**src/rtl/ipid_pkg.sv**
```systemverilog
`default_nettype none

package ipid_pkg;

	// sample, error, gain and limit widths, gain fraction bits
	localparam int unsigned SampleW = 16;
	localparam int unsigned ErrW    = 17;
	localparam int unsigned GainW   = 16;
	localparam int unsigned LimitW  = 15;
	localparam int unsigned FracW   = 8;
	// e - e1 and e - 2*e1 + e2
	localparam int unsigned Diff1W  = ErrW + 1;
	localparam int unsigned Diff2W  = ErrW + 2;
	// exact product sum and its shifted form
	localparam int unsigned SumW    = GainW + Diff2W + 3;
	localparam int unsigned ResW    = SumW - FracW;

	localparam int unsigned CfgIdxW  = 3;
	localparam int unsigned CfgDataW = 16;

	localparam logic [LimitW-1:0] LimitReset = LimitW'(100);

	// register indexes of the configuration port
	typedef enum logic [CfgIdxW-1:0] {
		REG_SETPOINT   = 3'd0,
		REG_GAIN_PROP  = 3'd1,
		REG_GAIN_INTEG = 3'd2,
		REG_GAIN_DERIV = 3'd3,
		REG_DEAD_BAND  = 3'd4,
		REG_OUT_LIMIT  = 3'd5
	} cfg_reg_t;

	typedef struct packed {
		logic signed [SampleW-1:0] setpoint;
		logic signed [GainW-1:0]   gain_prop;
		logic signed [GainW-1:0]   gain_integ;
		logic signed [GainW-1:0]   gain_deriv;
		logic [SampleW-1:0]        dead_band;
		logic [LimitW-1:0]         out_limit;
	} cfg_t;

	// error history held between samples
	typedef struct packed {
		logic signed [ErrW-1:0] err_prev;
		logic signed [ErrW-1:0] err_prev2;
		logic                   pending;
	} hist_t;

	typedef struct packed {
		logic signed [SampleW-1:0] drive_delta;
		logic signed [ErrW-1:0]    err;
	} calc_res_t;

endpackage

`default_nettype wire

```
**src/rtl/ipid_calc.sv**
```systemverilog
`default_nettype none

module ipid_calc import ipid_pkg::*; (
	input  cfg_t                      cfg,
	input  hist_t                     hist,
	input  logic signed [SampleW-1:0] measure,
	input  logic                      restart,
	output calc_res_t                 res
);

	logic signed [ErrW-1:0]   err_raw;
	logic [ErrW-1:0]          err_mag;
	logic signed [ErrW-1:0]   err;
	logic signed [ErrW-1:0]   e1;
	logic signed [ErrW-1:0]   e2;
	logic signed [Diff1W-1:0] diff1;
	logic signed [Diff2W-1:0] diff2;
	logic signed [SumW-1:0]   prod_p;
	logic signed [SumW-1:0]   prod_i;
	logic signed [SumW-1:0]   prod_d;
	logic signed [SumW-1:0]   sum;
	logic signed [ResW-1:0]   shifted;
	logic signed [ResW-1:0]   lim_pos;
	logic signed [ResW-1:0]   lim_neg;
	logic signed [ResW-1:0]   clamped;

	// form the error and suppress it inside the dead band
	always_comb begin
		err_raw = ErrW'(cfg.setpoint) - ErrW'(measure);
		err_mag = err_raw[ErrW-1] ? ErrW'(-err_raw) : err_raw;
		if (err_mag < {1'b0, cfg.dead_band}) begin
			err = '0;
		end else begin
			err = err_raw;
		end
	end

	// seed the history on the first sample after reset or a restart
	always_comb begin
		if (restart || hist.pending) begin
			e1 = err;
			e2 = err;
		end else begin
			e1 = hist.err_prev;
			e2 = hist.err_prev2;
		end
	end

	// velocity-form terms, exact sum, floor shift by the gain fraction
	always_comb begin
		diff1   = Diff1W'(err) - Diff1W'(e1);
		diff2   = Diff2W'(err) - (Diff2W'(e1) <<< 1) + Diff2W'(e2);
		prod_p  = SumW'(cfg.gain_prop) * SumW'(diff1);
		prod_i  = SumW'(cfg.gain_integ) * SumW'(err);
		prod_d  = SumW'(cfg.gain_deriv) * SumW'(diff2);
		sum     = prod_p + prod_i + prod_d;
		shifted = ResW'(sum >>> FracW);
	end

	// clamp to the symmetric limit
	always_comb begin
		lim_pos = ResW'({1'b0, cfg.out_limit});
		lim_neg = -lim_pos;
		if (shifted > lim_pos) begin
			clamped = lim_pos;
		end else if (shifted < lim_neg) begin
			clamped = lim_neg;
		end else begin
			clamped = shifted;
		end
		res.drive_delta = clamped[SampleW-1:0];
		res.err         = err;
	end

endmodule

`default_nettype wire

```
**config.mk**
```make
export PLATFORM = sky130hd
export DESIGN_NAME = ipid_calc
export DESIGN_NICKNAME = d
export VERILOG_FILES = /design/src/rtl/ipid_pkg.sv /design/src/rtl/ipid_calc.sv
export SDC_FILE = /design/constraint.sdc
export NUM_CORES = 2
export LEC_CHECK = 0
export ABC_AREA = 0
export BUFFER_PORTS_ARGS = -buffer_cell sky130_fd_sc_hd__buf_4
export CAP_MARGIN = 0
export CORE_MARGIN = 5
export CORE_UTILIZATION = 35
export DETAILED_ROUTE_END_ITERATION = 10
export GPL_TIMING_DRIVEN = 1
export SLEW_MARGIN = 20
export SYNTH_ARGS = -nofsm -noshare
export SYNTH_HDL_FRONTEND = slang
export SYNTH_SLANG_ARGS = --single-unit
```
**constraint.sdc**
```tcl
create_clock -name vclk -period 38.9
set_input_delay 3.89 -clock vclk [all_inputs]
set_output_delay 3.89 -clock vclk [all_outputs]
set_load 0.05 [all_outputs]
```
==> impl_results.html <==
<table>
<tr><th>Metric</th><th>Value</th></tr>
<tr><th colspan="2">Detailed routing</th></tr>
<tr><td>Wire length after detailed routing</td><td>about 110 mm</td></tr>
<tr><td>Routed length per placed instance</td><td>around 18 um</td></tr>
<tr><td>Vias post-DR</td><td>about 30000</td></tr>
<tr><td>Violation count after the first detailed-route iteration</td><td>1584</td></tr>
<tr><td>Number of detailed-route iterations in the first pass</td><td>5</td></tr>
<tr><td>Remaining antenna violation count</td><td>0</td></tr>
<tr><td>Vias/cell</td><td>4.912</td></tr>
<tr><td>Count of unresolved DRC violations after routing</td><td>0</td></tr>
<tr><th colspan="2">Synth</th></tr>
<tr><td>Main combinational cell family by area after synthesis</td><td>adder cells</td></tr>
<tr><td>Post-synthesis share of cell area spent on full adders, half adders and majority gates</td><td>between 60% and 70%</td></tr>
<tr><td>Compound-gate portion of the synthesized area</td><td>between 6 and 7%</td></tr>
<tr><td>Xor/xnor cell area share of the yosys netlist</td><td>~2.1%</td></tr>
<tr><td>Portion of synthesized cell area occupied by the leading cell type</td><td>between 50% and 60%</td></tr>
<tr><td>Net Count, Synth</td><td>6047</td></tr>
<tr><td>Synth area leaders</td><td>sky130_fd_sc_hd__fa_1, sky130_fd_sc_hd__inv_1, sky130_fd_sc_hd__ha_1</td></tr>
<tr><td>Post-synth top area cell</td><td>sky130_fd_sc_hd__fa_1</td></tr>
<tr><td>Basic-gate share of the synthesized area counting and, or, nand and nor cells</td><td>15.72%</td></tr>
<tr><td>Number of different library cells in the post-synthesis netlist</td><td>slightly above 80</td></tr>
<tr><td>Multiplexer share of the synthesized area</td><td>0.6559%</td></tr>
<tr><td>Share of the yosys chip area belonging to registers</td><td>0%</td></tr>
<tr><td>Synthesis Warnings</td><td>0</td></tr>
<tr><td>Synth Cell Area</td><td>40250 um2</td></tr>
<tr><td>Instance count of the mapped netlist</td><td>~4500</td></tr>
<tr><td>Per-instance average area after synthesis</td><td>8.850 um2</td></tr>
<tr><th colspan="2">Finish</th></tr>
<tr><td>Sequential standard cell area</td><td>0 um2</td></tr>
<tr><td>Count of flip-flops and latches</td><td>0</td></tr>
<tr><td>Count of placed standard cells in the final layout, fillers left out</td><td>between 6000 and 7000</td></tr>
<tr><td>Fraction of final layout cells with drive strength greater than 1</td><td>around 6.3%</td></tr>
<tr><td>Synthesis-to-finish area growth</td><td>7.432%</td></tr>
<tr><td>Total of clock buffers placed in the layout</td><td>0</td></tr>
<tr><td>Net total in the final layout</td><td>roughly 6100</td></tr>
<tr><td>Design area</td><td>approximately 43000 um2</td></tr>
<tr><th colspan="2">STA</th></tr>
<tr><td>Fin crit period</td><td>around 28 ns</td></tr>
<tr><td>Relative slew slack</td><td>~30%</td></tr>
<tr><td>Worst setup margin</td><td>roughly 11 ns</td></tr>
<tr><td>Slew of the pin with the lowest slew margin</td><td>between 1 and 1.5 ns</td></tr>
<tr><td>Count of pins over their slew limit</td><td>0</td></tr>
<tr><td>Fin Setup TNS</td><td>0 ns</td></tr>
<tr><td>Final count of negative-setup-slack endpoints</td><td>0</td></tr>
<tr><td>Fraction of the cycle the final worst path needs</td><td>a little under three quarters</td></tr>
<tr><td>Number of hold-slack violations in the final timing report</td><td>0</td></tr>
<tr><td>Top achievable clock speed</td><td>36.22 MHz</td></tr>
<tr><td>Unrepaired setup endpoints after global routing</td><td>false</td></tr>
<tr><th colspan="2">Worst setup path</th></tr>
<tr><td>Data required time at the worst endpoint</td><td>around 35 ns</td></tr>
<tr><td>Sum of buffers and inverters on the critical path</td><td>11</td></tr>
<tr><td>Cell type of the slowest stage on the worst timing path</td><td>sky130_fd_sc_hd__a211oi_1</td></tr>
<tr><td>CP max FO</td><td>45</td></tr>
<tr><td>Capturing element of the worst setup path</td><td>res[21]</td></tr>
<tr><td>Origin of the worst setup path</td><td>cfg[79]</td></tr>
<tr><td>Nature of the critical path startpoint</td><td>input port</td></tr>
<tr><td>Dominant delay contributor by cell family on the critical path</td><td>adder cells</td></tr>
<tr><td>Critical path class</td><td>in -&gt; out</td></tr>
<tr><td>Setup crit end kind</td><td>output port</td></tr>
<tr><td>CP peak stage delay</td><td>0.79 ns</td></tr>
<tr><td>Worst path most repeated cell</td><td>sky130_fd_sc_hd__fa_1</td></tr>
<tr><td>WP depth</td><td>72</td></tr>
<tr><td>Critical path arrival</td><td>23.72 ns</td></tr>
<tr><th colspan="2">Placement</th></tr>
<tr><td>Number of buffers inserted by port buffering</td><td>180</td></tr>
<tr><td>Post-DP HPWL</td><td>about 100 mm</td></tr>
<tr><td>Final weighted congestion of routability-driven global placement</td><td>between 0.8 and 0.9</td></tr>
<tr><td>Worst slack after detailed placement</td><td>between 10 and 15 ns</td></tr>
<tr><td>Cell Area, Placed</td><td>43220 um2</td></tr>
<tr><td>Post-Place Cells</td><td>between 6000 and 7000</td></tr>
<tr><th colspan="2">Floorplan</th></tr>
<tr><td>DIE HEIGHT</td><td>349.1 um</td></tr>
<tr><td>Row count</td><td>around 120</td></tr>
<tr><td>Die ar.</td><td>between 100000 and 150000 um2</td></tr>
<tr><td>Core area</td><td>about 110000 um2</td></tr>
<tr><td>Horiz. Die Dim</td><td>between 300 and 400 um</td></tr>
<tr><td>Initial standard-cell utilization of the core</td><td>between 30% and 40%</td></tr>
<tr><td>Number of top-level design ports</td><td>180</td></tr>
<tr><th colspan="2">Outcome</th></tr>
<tr><td>Outcome</td><td>completed</td></tr>
<tr><th colspan="2">GRT</th></tr>
<tr><td>Global-route wire length before repair</td><td>roughly 180 mm</td></tr>
<tr><td>Largest net degree at the start of global routing</td><td>between 100 and 150</td></tr>
<tr><td>Initial antenna violation count</td><td>7</td></tr>
<tr><td>Vias in the first global route</td><td>~33000</td></tr>
<tr><td>Gr ovfl total</td><td>0</td></tr>
<tr><td>GR Util All Layers</td><td>a little under a fifth</td></tr>
<tr><th colspan="2">Run</th></tr>
<tr><td>Number of maximum-capacitance constraint violations</td><td>0</td></tr>
<tr><th colspan="2">Hold path</th></tr>
<tr><td>Path type of the worst min-delay path</td><td>in -&gt; out</td></tr>
<tr><th colspan="2">Clock network</th></tr>
<tr><td>Post-cts repair resize count</td><td>0</td></tr>
<tr><td>Post-CTS Setup Bufs</td><td>0</td></tr>
<tr><td>Count of hold buffers inserted by post-cts repair</td><td>0</td></tr>
</table>
## cells by family (layout without fill, tap and decap cells)
group | Yosys count | count (layout)
AND/OR/NAND/NOR | 1240 | 1240
buffers and inverters | 1472 | 1515
AO/OA/AOI/OAI | 360 | 360
adder cells (fa/ha/maj) | 1353 | 1353
XOR/XNOR | 97 | 97
other | 0 | 5
multiplexers | 26 | 26
## synth_stat cells (all sizes together) (9+ instances only)
| cell type | instances |
|---|---|
| xor2 | 23 |
| nor2 | 117 |
| o31ai | 13 |
| nor3 | 36 |
| nand3b | 14 |
| nand4 | 12 |
| fa | 1043 |
| o21ai | 77 |
| o21a | 36 |
| buf | 48 |
| nand2b | 54 |
| o211ai | 11 |
| and2 | 254 |
| ha | 309 |
| a21boi | 14 |
| o22ai | 12 |
| a31oi | 12 |
| nand2 | 411 |
| clkbuf | 143 |
| xnor2 | 74 |
| a2bb2oi | 9 |
| nand3 | 133 |
| nor2b | 44 |
| and3 | 91 |
| nor3b | 25 |
| mux2i | 23 |
| or2 | 17 |
| inv | 1280 |
| a211oi | 11 |
| a21oi | 79 |
| a21o | 22 |
## placed cells by master, fill, tap and decap left out, types with 6 or more instances in the layout
master,instances
sky130_fd_sc_hd__inv_1,1280
sky130_fd_sc_hd__fa_1,1043
sky130_fd_sc_hd__nand2_1,411
sky130_fd_sc_hd__ha_1,309
sky130_fd_sc_hd__and2_1,253
sky130_fd_sc_hd__buf_4,234
sky130_fd_sc_hd__nand3_1,133
sky130_fd_sc_hd__nor2_1,112
sky130_fd_sc_hd__and3_1,91
sky130_fd_sc_hd__a21oi_1,77
sky130_fd_sc_hd__xnor2_1,68
sky130_fd_sc_hd__o21ai_0,63
sky130_fd_sc_hd__nand2b_1,54
sky130_fd_sc_hd__nor2b_1,44
sky130_fd_sc_hd__nor3_1,35
sky130_fd_sc_hd__o21a_1,35
sky130_fd_sc_hd__nor3b_1,24
sky130_fd_sc_hd__xor2_1,23
sky130_fd_sc_hd__mux2i_1,23
sky130_fd_sc_hd__a21o_1,22
sky130_fd_sc_hd__or2_2,17
sky130_fd_sc_hd__nand3b_1,14
sky130_fd_sc_hd__a21boi_0,13
sky130_fd_sc_hd__o21ai_1,12
sky130_fd_sc_hd__nand4_1,12
sky130_fd_sc_hd__o22ai_1,12
sky130_fd_sc_hd__a31oi_1,11
sky130_fd_sc_hd__a211oi_1,11
sky130_fd_sc_hd__o31ai_1,11
sky130_fd_sc_hd__o211ai_1,10
sky130_fd_sc_hd__a2bb2oi_1,9
sky130_fd_sc_hd__or3_1,7
sky130_fd_sc_hd__a211o_1,7
sky130_fd_sc_hd__and2b_1,7
sky130_fd_sc_hd__and4_1,7
sky130_fd_sc_hd__a2111oi_0,6
sky130_fd_sc_hd__xnor2_2,6
## layout make-up
cell class / count / area, um2
Antenna cell: 5 / 12.51
Fill cell: 11620 / 71100
Inverter: 1281 / 4808
Multi-Input combinational cell: 3076 / 34770
Tap cell: 1512 / 1892
Timing Repair Buffer: 234 / 1757
## worst min path at each step
stage	start	endpoint	slack, ns	cells after the start
final	cfg[0]	res[17]	8.21	4
after global routing	cfg[0]	res[17]	8.22	4
after CTS	cfg[0]	res[17]	8.21	4
after detailed placement	cfg[0]	res[17]	8.21	4
after global placement	cfg[0]	res[17]	8.21	4
after floorplan	cfg[9]	res[26]	8.02	2
## layer usage
layer,share of wire (%),global-route usage (%),wire length (um)
met5,0.023,0,26
met1,41,25.02,46520
met3,4.4,1.176,4996
met4,2.7,3.778,3088
met2,52,34.05,58070
## per-stage QoR
step                util (%)  hold WS [ns]
floorplan                  -         8.022
global placement       37.80         8.212
detailed placement     37.80         8.207
CTS                    37.80         8.207
global route           37.81         8.224
finish                 37.82         8.208
